<file path="config.mk">
export PLATFORM = sky130hd
export DESIGN_NAME = wildcard_byte_pattern_search_core
export DESIGN_NICKNAME = d
export VERILOG_FILES = /design/src/design/wbps_pkg.sv /design/src/design/wbps_cell.sv /design/src/design/wbps_ctrl.sv /design/src/design/wildcard_byte_pattern_search_core.sv
export SDC_FILE = /design/constraint.sdc
export NUM_CORES = 1
export LEC_CHECK = 0
export BUFFER_PORTS_ARGS = -buffer_cell sky130_fd_sc_hd__buf_2
export CAP_MARGIN = 20
export CELL_PAD_IN_SITES_DETAIL_PLACEMENT = 1
export CELL_PAD_IN_SITES_GLOBAL_PLACEMENT = 2
export CORE_MARGIN = 1.5
export CORE_UTILIZATION = 25
export DETAILED_ROUTE_END_ITERATION = 10
export GPL_ROUTABILITY_DRIVEN = 0
export GPL_TIMING_DRIVEN = 0
export HOLD_SLACK_MARGIN = 0.03
export PLACE_DENSITY_LB_ADDON = 0.1
export SKIP_CTS_REPAIR_TIMING = 1
export SLEW_MARGIN = 20
export SYNTH_ARGS = -nofsm -noshare
export SYNTH_HDL_FRONTEND = slang
export SYNTH_SLANG_ARGS = --single-unit
</file>
<file path="constraint.sdc">
create_clock -name clk -period 10.8 [get_ports clk]
set_clock_uncertainty 0.1 [all_clocks]
set_input_delay 0.54 -clock clk [delete_from_list [all_inputs] [get_ports clk]]
set_output_delay 0.54 -clock clk [all_outputs]
set_load 0.02 [all_outputs]
</file>
<file path="src/design/wbps_pkg.sv">
// Shared constants and types of the wildcard byte pattern search core.
`timescale 1ns / 1ps

package wbps_pkg;

  localparam int MAX_PATTERN_BYTES = 16;
  localparam int REG_BYTES         = 16;
  localparam int POS_W             = $clog2(MAX_PATTERN_BYTES + 1);
  localparam int IDX_W             = (MAX_PATTERN_BYTES > 1) ? $clog2(MAX_PATTERN_BYTES) : 1;
  localparam int LEN_W             = 5;
  localparam int MASK_W            = 16;
  localparam int SEL_W             = 16;
  localparam int OFFSET_W          = 32;
  localparam int CFG_IDX_W         = 3;
  localparam int CFG_DATA_W        = 64;
  localparam int IN_DATA_W         = 8;
  localparam int OUT_DATA_W        = 40;

  typedef enum logic [CFG_IDX_W-1:0] {
    CFG_PATTERN_LOW  = 3'd0,
    CFG_PATTERN_HIGH = 3'd1,
    CFG_WILDCARD     = 3'd2,
    CFG_LENGTH       = 3'd3,
    CFG_SELECT       = 3'd4
  } cfg_reg_t;

  // Per-cycle command to every window cell.
  typedef struct packed {
    logic shift;
    logic clear;
  } cell_ctrl_t;

endpackage

</file>
<file path="src/design/wbps_cell.sv">
// One window cell: holds a stream byte, passes it on and checks it against its pattern byte.
`timescale 1ns / 1ps

module wbps_cell (
  input  logic                     clk,
  input  logic                     rst,
  input  wbps_pkg::cell_ctrl_t     ctrl,
  input  logic [7:0]               byte_in,
  input  logic [7:0]               pat_byte,
  input  logic                     wild,
  input  logic                     active,
  output logic [7:0]               byte_out,
  output logic                     hit
);

  logic [7:0] window_byte;

  // The check uses the byte that this cell takes on at the current shift.
  assign hit      = !active || wild || (byte_in == pat_byte);
  assign byte_out = window_byte;

  always_ff @(posedge clk) begin
    if (rst) begin
      window_byte <= 8'd0;
    end else if (ctrl.clear) begin
      window_byte <= 8'd0;
    end else if (ctrl.shift) begin
      window_byte <= byte_in;
    end
  end

endmodule

</file>
<file path="src/design/wbps_ctrl.sv">
// Match counting, offset tracking and the buffered result channel of the search core.
`timescale 1ns / 1ps

module wbps_ctrl (
  input  logic                              clk,
  input  logic                              rst,
  input  logic                              accept,
  input  logic                              last_byte,
  input  logic                              all_hit,
  input  logic [wbps_pkg::POS_W-1:0]        len_used,
  input  logic [wbps_pkg::SEL_W-1:0]        select_index,
  output logic                              in_ready,
  output logic                              out_valid,
  input  logic                              out_ready,
  output logic                              out_found,
  output logic [wbps_pkg::OFFSET_W-1:0]     out_offset
);

  localparam logic [wbps_pkg::OFFSET_W-1:0] SEEN_MAX = '1;

  logic [wbps_pkg::OFFSET_W-1:0] bytes_seen;
  logic [wbps_pkg::OFFSET_W-1:0] seen_inc;
  logic [wbps_pkg::OFFSET_W-1:0] len_ext;
  logic [wbps_pkg::SEL_W-1:0]    matches_counted;
  logic                          search_done;

  logic                          hit;
  logic                          selected;
  logic                          res_valid;
  logic                          res_found;
  logic [wbps_pkg::OFFSET_W-1:0] res_offset;

  logic                          skid_valid;
  logic                          skid_found;
  logic [wbps_pkg::OFFSET_W-1:0] skid_offset;
  logic                          out_take;

  assign seen_inc = (bytes_seen == SEEN_MAX) ? bytes_seen : bytes_seen + 1'b1;
  assign len_ext  = wbps_pkg::OFFSET_W'(len_used);
  assign hit      = accept && !search_done && (seen_inc >= len_ext) && all_hit;
  assign selected = hit && (matches_counted == select_index);

  // A found match takes precedence over the end of the image in the same item.
  always_comb begin
    res_valid  = 1'b0;
    res_found  = 1'b0;
    res_offset = '0;
    if (selected) begin
      res_valid  = 1'b1;
      res_found  = 1'b1;
      res_offset = seen_inc - len_ext;
    end else if (accept && last_byte && !search_done) begin
      res_valid = 1'b1;
    end
  end

  always_ff @(posedge clk) begin
    if (rst) begin
      bytes_seen      <= '0;
      matches_counted <= '0;
      search_done     <= 1'b0;
    end else if (accept) begin
      if (last_byte) begin
        bytes_seen      <= '0;
        matches_counted <= '0;
        search_done     <= 1'b0;
      end else begin
        bytes_seen <= seen_inc;
        if (selected) begin
          search_done <= 1'b1;
        end else if (hit) begin
          matches_counted <= matches_counted + 1'b1;
        end
      end
    end
  end

  // Output register plus one skid entry; input stalls only when both are full.
  assign in_ready = !skid_valid;
  assign out_take = out_valid && out_ready;

  always_ff @(posedge clk) begin
    if (rst) begin
      out_valid  <= 1'b0;
      skid_valid <= 1'b0;
    end else if (!out_valid) begin
      out_valid <= res_valid;
    end else if (out_take) begin
      out_valid  <= skid_valid || res_valid;
      skid_valid <= 1'b0;
    end else if (res_valid) begin
      skid_valid <= 1'b1;
    end
  end

  always_ff @(posedge clk) begin
    if (!out_valid || out_take) begin
      if (skid_valid) begin
        out_found  <= skid_found;
        out_offset <= skid_offset;
      end else begin
        out_found  <= res_found;
        out_offset <= res_offset;
      end
    end
    if (out_valid && !out_take && res_valid) begin
      skid_found  <= res_found;
      skid_offset <= res_offset;
    end
  end

  a_skid_needs_main: assert property (@(posedge clk) disable iff (rst)
    skid_valid |-> out_valid)
    else $error("skid entry held while the output register is empty");

  a_not_found_offset: assert property (@(posedge clk) disable iff (rst)
    (out_valid && !out_found) |-> (out_offset == '0))
    else $error("not-found result carries a nonzero offset");

  a_image_end_clears: assert property (@(posedge clk) disable iff (rst)
    (accept && last_byte) |=> (bytes_seen == '0 && !search_done && matches_counted == '0))
    else $error("image state not cleared after the last byte");

endmodule

</file>
<file path="src/design/wildcard_byte_pattern_search_core.sv">
// Top level of the wildcard byte pattern search core: configuration, cell chain and control.
`timescale 1ns / 1ps

// Usage:
// Bytes of an image enter on the s_* stream, one item per byte, with s_tlast on the
// final byte. Each accepted byte shifts into a chain of window cells; every cell checks
// its byte against the pattern byte that its position selects, so a match ending at the
// current byte is known in the cycle the byte is accepted. Throughput is one byte per
// cycle while s_tready is high, set by this combinational window compare.
// At most one result per image leaves on the m_* stream, registered from the byte that
// causes it: the selected match with its start offset, or not-found at the last byte.
// After s_tlast the window and counters return to their reset state for the next image.
// Registers are written through cfg_we/cfg_index/cfg_data and hold across images.
// Results sit in an output register with one skid entry behind it; s_tready drops only
// when both are full, i.e. when a result is stalled and a second one has arrived.
// rst is synchronous: it clears the registers to their reset values (pattern length 1,
// all else zero), empties the window and drops m_tvalid.

module wildcard_byte_pattern_search_core (
  input  logic                                  clk,
  input  logic                                  rst,
  // Configuration write port.
  input  logic                                  cfg_we,
  input  logic [wbps_pkg::CFG_IDX_W-1:0]        cfg_index,
  input  logic [wbps_pkg::CFG_DATA_W-1:0]       cfg_data,
  // Byte stream in.
  input  logic                                  s_tvalid,
  output logic                                  s_tready,
  input  logic [wbps_pkg::IN_DATA_W-1:0]        s_tdata,   // [7:0] data_byte
  input  logic                                  s_tlast,   // last_byte
  // Result stream out.
  output logic                                  m_tvalid,
  input  logic                                  m_tready,
  output logic [wbps_pkg::OUT_DATA_W-1:0]       m_tdata    // [0] match_found, [32:1] match_offset
);

  localparam int N = wbps_pkg::MAX_PATTERN_BYTES;

  logic [63:0]                      pattern_low_bytes;
  logic [63:0]                      pattern_high_bytes;
  logic [wbps_pkg::MASK_W-1:0]      wildcard_mask;
  logic [wbps_pkg::LEN_W-1:0]       pattern_length;
  logic [wbps_pkg::SEL_W-1:0]       select_index;

  logic [2*64-1:0]                  pattern_bytes;
  logic [7:0]                       pat_arr  [N];
  logic                             wild_arr [N];
  logic [wbps_pkg::POS_W-1:0]       len_used;

  logic [7:0]                       chain    [N+1];
  logic [N-1:0]                     cell_hit;
  logic                             accept;
  wbps_pkg::cell_ctrl_t             cell_ctrl;
  logic                             out_found;
  logic [wbps_pkg::OFFSET_W-1:0]    out_offset;

  always_ff @(posedge clk) begin
    if (rst) begin
      pattern_low_bytes  <= '0;
      pattern_high_bytes <= '0;
      wildcard_mask      <= '0;
      pattern_length     <= wbps_pkg::LEN_W'(1);
      select_index       <= '0;
    end else if (cfg_we) begin
      case (cfg_index)
        wbps_pkg::CFG_PATTERN_LOW:  pattern_low_bytes  <= cfg_data;
        wbps_pkg::CFG_PATTERN_HIGH: pattern_high_bytes <= cfg_data;
        wbps_pkg::CFG_WILDCARD:     wildcard_mask      <= cfg_data[wbps_pkg::MASK_W-1:0];
        wbps_pkg::CFG_LENGTH:       pattern_length     <= cfg_data[wbps_pkg::LEN_W-1:0];
        wbps_pkg::CFG_SELECT:       select_index       <= cfg_data[wbps_pkg::SEL_W-1:0];
        default: ;
      endcase
    end
  end

  assign pattern_bytes = {pattern_high_bytes, pattern_low_bytes};

  // Length zero counts as one; lengths beyond the window are cut to the window size.
  always_comb begin
    if (pattern_length == '0) begin
      len_used = wbps_pkg::POS_W'(1);
    end else if (int'(pattern_length) > N) begin
      len_used = wbps_pkg::POS_W'(N);
    end else begin
      len_used = wbps_pkg::POS_W'(pattern_length);
    end
  end

  // Pattern positions without a register compare against zero and are never wildcards.
  for (genvar j = 0; j < N; j++) begin : g_pat
    if (j < wbps_pkg::REG_BYTES) begin : g_reg
      assign pat_arr[j]  = pattern_bytes[j*8 +: 8];
      assign wild_arr[j] = wildcard_mask[j];
    end else begin : g_zero
      assign pat_arr[j]  = 8'd0;
      assign wild_arr[j] = 1'b0;
    end
  end

  assign accept          = s_tvalid && s_tready;
  assign cell_ctrl.shift = accept;
  assign cell_ctrl.clear = accept && s_tlast;
  assign chain[0]        = s_tdata[7:0];

  // Cell j checks the byte j places back; it lines up with pattern byte len-1-j.
  for (genvar j = 0; j < N; j++) begin : g_cell
    logic [wbps_pkg::POS_W-1:0] k;
    logic                       active;

    assign active = wbps_pkg::POS_W'(j) < len_used;
    assign k      = len_used - wbps_pkg::POS_W'(1) - wbps_pkg::POS_W'(j);

    wbps_cell u_cell (
      .clk      (clk),
      .rst      (rst),
      .ctrl     (cell_ctrl),
      .byte_in  (chain[j]),
      .pat_byte (pat_arr[k[wbps_pkg::IDX_W-1:0]]),
      .wild     (wild_arr[k[wbps_pkg::IDX_W-1:0]]),
      .active   (active),
      .byte_out (chain[j+1]),
      .hit      (cell_hit[j])
    );
  end

  wbps_ctrl u_ctrl (
    .clk          (clk),
    .rst          (rst),
    .accept       (accept),
    .last_byte    (s_tlast),
    .all_hit      (&cell_hit),
    .len_used     (len_used),
    .select_index (select_index),
    .in_ready     (s_tready),
    .out_valid    (m_tvalid),
    .out_ready    (m_tready),
    .out_found    (out_found),
    .out_offset   (out_offset)
  );

  assign m_tdata = {{(wbps_pkg::OUT_DATA_W - wbps_pkg::OFFSET_W - 1){1'b0}}, out_offset, out_found};

endmodule
</file>
==> flow_summary_export.csv, run 1 <==
group,metric,value,unit
detailed_routing,wl_per_cell,29.5,um
floorplanning,rows,117,
sta,tightest_slew,1.23,ns
floorplanning,die_w,324,um
floorplanning,io_pins,123,
sta,min_period,10.45,ns
critical_path,crit_path_start_kind,"flop",
synth,async_reset_ff_frac,0,
cells_and_area,n_fill_cell,12100,
grt,grt-ovfl-total,0,
cells_and_area,layout.nets,3369,
sta,rsz0062_at_grt,"false",
run,cap_viol_max_count,0,
clocking,clkSinkCount,402,
detailed_routing,dr.first_iter.drc_count,2324,
sta,hold_ws,0.0495,ns
detailed_routing,firstDrtPassIters,5,
clocking,cts-root-buf,"clkbuf_16",
detailed_routing,drc,0,
clocking,numCtsBuffers,50,
synth,postSynthCellCount,3093,
sta,fin_tns_setup,0,ns
clocking,htree_levels,2,
sta,fmax,95.7,MHz
sta,hold_violations,0,
power_and_ir_drop,cellPowerDensity,126,mW/mm^2
sta,max_slew_margin,0.182,
placement,port_buffers,112,
grt,grt_use_total,0.259,
detailed_routing,wl,138000,um
cells_and_area,area_growth,15.7,%
cells_and_area,drive_gt1_frac,0.122,
synth,yosysSeqAreaShare,0.337,
synth,synth_cell_types,94,
sta,setup_viol,0,
cells_and_area,num_antenna_cells,0,
critical_path,max_stage_delay,0.79,ns
run_status,status,"complete, no violations",
synth,yosys_warnings,0,
clocking,cts_buffer_depth,3,
power_and_ir_drop,ir_worst_vdd,0.103,mV
critical_path,slowest_stage,"o31ai_1",
grt,grt_start_max_net_pins,29,
detailed_routing,vias_per_cell,5.55,
floorplanning,die_y,324,um
critical_path,critPathMaxFanout,24,
synth,synth_ff_type,"dfxtp_1",
critical_path,critPathKind,"flop to flop",
critical_path,cpMostUsedCell,"buf_4",
floorplanning,core,0.102,sq mm
cells_and_area,utilization,0.293,
sta,finalMaxSlewViolations,0,
synth,synth_top_cells_by_count,"691 x nand2_1, 359 x a21oi_1, 336 x dfxtp_1",
synth,syn_area,0.0258,sq mm
synth,synthTopCellsByArea,"dfxtp_1 26%, nand2_1 10%, mux4_2 9.1%",
floorplanning,die_area,0.105,sq mm
synth,yosysMostFrequentCell,"nand2_1",
clocking,cts_tree,"done",
critical_path,crit_required,11.06,ns
critical_path,arrival,10.70,ns
placement,dpl.hpwl,112000,um
synth,synth_top_area_cell,"dfxtp_1",
sta,period_share,0.967,
power_and_ir_drop,cellLeakagePower,10.9,nW
synth,synth_edf_count,66,
grt,grt_pass1_wl,195000,um
floorplanning,start_util,0.253,
synth,ys_ff_latch,402,
detailed_routing,vias,26000,
critical_path,end_kind,"flop",
synth,synth_top_cell_area_share,0.261,
grt,grt_pass1_vias,26000,
grt,antenna_found_initial,1,
detailed_routing,ant_nets,0,
power_and_ir_drop,power.total,3.77,mW
worst_hold_path,holdCritPathClass,"input port to flop",
clocking,clkTransAtPathRegs,0.06,ns
clocking,clk_latency,0.66,ns
synth,avgSynthCellArea,8.34,sq um
## through the flow
| step | setup WS (ns) | std cells | cell area (sq um) |
|---|---|---|---|
| final | 0.355 | 4678 | 29800 |
| after global placement | -1.62 | 4579 | 28100 |
| after global routing | 0.0240 | 4678 | 29800 |
| after detailed placement | 0.425 | 4586 | 28200 |
| after CTS | 0.473 | 4677 | 29800 |
| after floorplan | 2.00 | 3099 | 25800 |
## power by group
part,internal (mW),switching (mW)
Sequential,1.54,0.0329
Clock,0.963,0.709
Combinational,0.162,0.366
## flip-flops by register name, indices dropped and copies added, names as in the netlist
register                flops
u_ctrl.skid_offset         32
u_ctrl.out_found            1
wildcard_mask              16
g_cell.u_cell.byte_out    120
pattern_high_bytes         64
u_ctrl.search_done          1
u_ctrl.skid_valid           1
u_ctrl.matches_counted     16
select_index               16
u_ctrl.out_offset          32
pattern_low_bytes          64
u_ctrl.out_valid            1
pattern_length              5
u_ctrl.skid_found           1
u_ctrl.bytes_seen          32
## routing by layer
| layer | vias up | wire length, um | global-route usage |
|---|---|---|---|
| met5 | - | 16 | 0 |
| li1 | 11600 | - | - |
| met1 | 13200 | 59900 | 0.337 |
| met2 | 923 | 62800 | 0.420 |
| met4 | 2 | 6890 | 0.111 |
| met3 | 273 | 8250 | 0.0469 |
## critical path, delay by kind of cell, from the launching register on
kind                     cells  cell delay (ns)
flip-flops                   1             0.29
adder cells (fa/ha/maj)      2             0.78
XOR/XNOR                     1             0.16
buffers and inverters       12             3.67
AND/OR/NAND/NOR              6             1.81
multiplexers                 1             0.59
AO/OA/AOI/OAI                6             2.64
## cells in the final DEF (no fill, tap or decap), types with 11 or more instances in the layout
cell,n
a211oi_1,30
a21o_1,38
a21oi_1,359
a221oi_1,42
a22oi_1,94
a31oi_1,30
and3_1,14
and4_1,15
buf_1,18
buf_2,129
buf_4,18
clkbuf_1,196
clkbuf_16,51
clkinv_2,14
dfxtp_1,336
edfxtp_1,66
ha_1,16
inv_1,25
mux2i_1,128
mux4_2,104
nand2_1,691
nand2b_1,12
nand3_1,51
nand4_1,25
nor2_1,168
nor2b_1,23
nor3_1,41
nor4_1,25
o211ai_1,19
o21ai_0,86
o221ai_1,11
o22ai_1,27
or3_1,18
xnor2_1,106
xor2_1,90
## path summary, 6_finish.rpt
path,start,to,slack [ns],cells after the start
worst min register to register,select_index[0],select_index[0],0.37,2
worst max register to register,pattern_length[1],u_ctrl.skid_offset[4],0.35,28
worst min-delay path,cfg_data[47],pattern_high_bytes[47],0.05,3
worst max-delay path,pattern_length[1],u_ctrl.skid_offset[4],0.35,28
## final cells by class
class	instances	area [sq um]	area share
clock inverter	22	189	0.00633
sequential	402	8710	0.292
inverter	33	126	0.00423
multi-input combinational	2419	16000	0.536
tap	1368	1710	0.0573
buffer	245	1060	0.0355
timing repair buffer	120	651	0.0218
clock buffer	69	1410	0.0474
## cells by family (layout without fill, tap and decap cells)
kind of cell               after synthesis  in the layout  share of synthesized area
AOI/OAI and AO/OA                      820            820                      0.201
buffers and inverters                  278            489                     0.0458
and+or+nand+nor                       1133           1133                      0.192
xor gates and xnor gates               197            197                     0.0669
other                                    1              7                   0.000145
muxes                                  245            245                      0.148
adders and majority gates               17             17                    0.00853
DFF                                    402            402                      0.337
(Power assumes the default switching activity.)
==> inputs of run 2 (changes only) <==
--- a/config.mk
+++ b/config.mk
@@ -15,6 +15,7 @@
 export GPL_ROUTABILITY_DRIVEN = 0
 export GPL_TIMING_DRIVEN = 0
 export HOLD_SLACK_MARGIN = 0.03
+export MAX_ROUTING_LAYER = met4
 export PLACE_DENSITY_LB_ADDON = 0.1
 export SKIP_CTS_REPAIR_TIMING = 1
 export SLEW_MARGIN = 20
==> run 2 against run 1 <==
Power about the same. Clock power about the same. Setup slack got worse by 0.0048 ns. Cell area about the same. Sequential power about the same. Hold slack improved by 0.0042 ns. Combinational power about the same. Via count decreased by 0.54%. Critical endpoint is now u_ctrl.skid_offset[13]. Highest routed layer is now met4.
==> flow_summary_export.csv, run 2 (synthesis results as in run 1) <==
group,metric,value,unit
placement,dpl.hpwl,112000,um
cells_and_area,area_growth,15.6,%
sta,fmax,95.7,MHz
sta,rsz0062_at_grt,"false",
power_and_ir_drop,clockPowerShare,0.443,
critical_path,critPathKind,"flop to flop",
detailed_routing,ant_nets,0,
cells_and_area,final_common_cell,"nand2_1",
placement,port_buffers,112,
worst_hold_path,holdCritPathClass,"input port to flop",
grt,grt_use_total,0.267,
critical_path,max_stage_delay,0.77,ns
clocking,numCtsBuffers,50,
sta,finalMaxSlewViolations,0,
power_and_ir_drop,swShare,0.294,
critical_path,cpMostUsedCell,"buf_4",
floorplanning,io_pins,123,
sta,tightest_slew,1.26,ns
sta,period_share,0.968,
detailed_routing,firstDrtPassIters,6,
grt,grt_start_max_net_pins,29,
detailed_routing,dr.first_iter.drc_count,2232,
cells_and_area,largest_reg_flops,120,
cells_and_area,layout.nets,3368,
worst_hold_path,worstHoldPathCells,3,
power_and_ir_drop,cellLeakagePower,10.9,nW
clocking,cts_buffer_depth,3,
floorplanning,rows,117,
grt,grt-ovfl-total,0,
critical_path,r2r-start,"pattern_length[1]",
floorplanning,start_util,0.253,
clocking,cts-root-buf,"clkbuf_16",
detailed_routing,vias_per_cell,5.52,
grt,grt_pass1_wl,195000,um
critical_path,crit_path_start_kind,"flop",
critical_path,crit_required,11.05,ns
cells_and_area,final-seq-area,0.00871,sq mm
grt,grt_pass1_vias,25900,
grt,antenna_found_initial,1,
detailed_routing,drc,0,
critical_path,slowest_stage,"clkbuf_1",
run,cap_viol_max_count,0,
power_and_ir_drop,power_switching,1.11,mW
sta,max_slew_margin,0.162,
sta,setup_viol,0,
worst_hold_path,hp-start,"cfg_data[47]",
cells_and_area,multiInputGateArea,0.0160,sq mm
cells_and_area,n_fill_cell,12100,
critical_path,crit_family,"buffers and inverters",
placement,dp_worst_setup_slack,0.425,ns
clocking,cts_tree,"done",
critical_path,arrival,10.70,ns
critical_path,startpoint,"pattern_length[1]",
power_and_ir_drop,ir_worst_vdd,0.103,mV
detailed_routing,wl_per_cell,29.4,um
clocking,htree_levels,2,
critical_path,critPathMaxFanout,24,
detailed_routing,vias,25800,
power_and_ir_drop,p_seq_frac,0.417,
power_and_ir_drop,p_int,2.67,mW
cells_and_area,drive_gt1_frac,0.122,
critical_path,worst-path-stages,27,
sta,fin_ws,0.350,ns
clocking,clk_latency,0.66,ns
critical_path,crit_buf_inv,11,
detailed_routing,wl,138000,um
sta,min_period,10.45,ns
power_and_ir_drop,power_frac_comb,0.140,
floorplanning,die_w,324,um
sta,hold_ws,0.0537,ns
run_status,status,"complete, no violations",
floorplanning,die_area,0.105,sq mm
floorplanning,core,0.102,sq mm
cells_and_area,final_cell_mix,"691 x nand2_1, 359 x a21oi_1, 336 x dfxtp_1",
power_and_ir_drop,cellPowerDensity,127,mW/mm^2
clocking,clkTransAtPathRegs,0.06,ns
clocking,clkSinkCount,402,
floorplanning,die_y,324,um
critical_path,r2r_cells,27,
critical_path,end_kind,"flop",
sta,hold_violations,0,
-- run 2: path summary, 6_finish.rpt --
kind	endpoint	slack [ns]
worst max-delay path	u_ctrl.skid_offset[13]	0.35
worst max register to register	u_ctrl.skid_offset[13]	0.35
worst min register to register	select_index[0]	0.38
worst min-delay path	pattern_high_bytes[47]	0.05
-- run 2: per-layer routing --
metal / vias to the layer above / wire length (um) / track usage
li1: 11500 / - / -
met1: 13100 / 60000 / 0.339
met2: 911 / 62900 / 0.419
met3: 270 / 8150 / 0.0453
met4: 0 / 6700 / 0.111
met5: - / 0 / -
-- run 2: power groups by stage --
stage | sequential [mW] | clock, mW | combinational (mW)
2_1_floorplan | 1.59 | 0 | 0.301
3_3_place_gp | 1.61 | 0 | 0.513
3_5_place_dp | 1.61 | 0 | 0.522
4_1_cts | 1.57 | 1.73 | 0.524
5_1_grt | 1.57 | 1.78 | 0.559
6_report | 1.57 | 1.67 | 0.530
-- run 2: final cells by class --
cell class              instances  area share
repair buffers                119      0.0215
diodes                          1   0.0000839
clock inverters                22     0.00633
clock buffers                  69      0.0474
plain buffers                 245      0.0356
inverters                      33     0.00423
flip-flops and latches        402       0.292
multi-input cells            2419       0.536
well taps                    1368      0.0574
-- run 2: stage by stage --
| step | setup TNS [ns] | utilization | power, mW | cell area, sq um | instances |
|---|---|---|---|---|---|
| CTS | 0 | 0.292 | 3.82 | 29800 | 4677 |
| global placement | -53.14 | 0.275 | 2.12 | 28100 | 4579 |
| finish | 0 | 0.292 | 3.78 | 29800 | 4678 |
| floorplan | 0 | - | 1.90 | 25800 | 3099 |
| detailed placement | 0 | 0.277 | 2.13 | 28200 | 4586 |
| global route | 0 | 0.292 | 3.91 | 29800 | 4678 |
-- run 2: worst register-to-register path, delay by kind of cell, from the launching register on --
family                   cells  cell delay [ns]
AO/OA/AOI/OAI                7             3.08
buffers and inverters       11             3.47
adder cells (fa/ha/maj)      2             0.80
AND/OR/NAND/NOR              6             2.23
XOR/XNOR                     1             0.20
flip-flops                   1             0.29
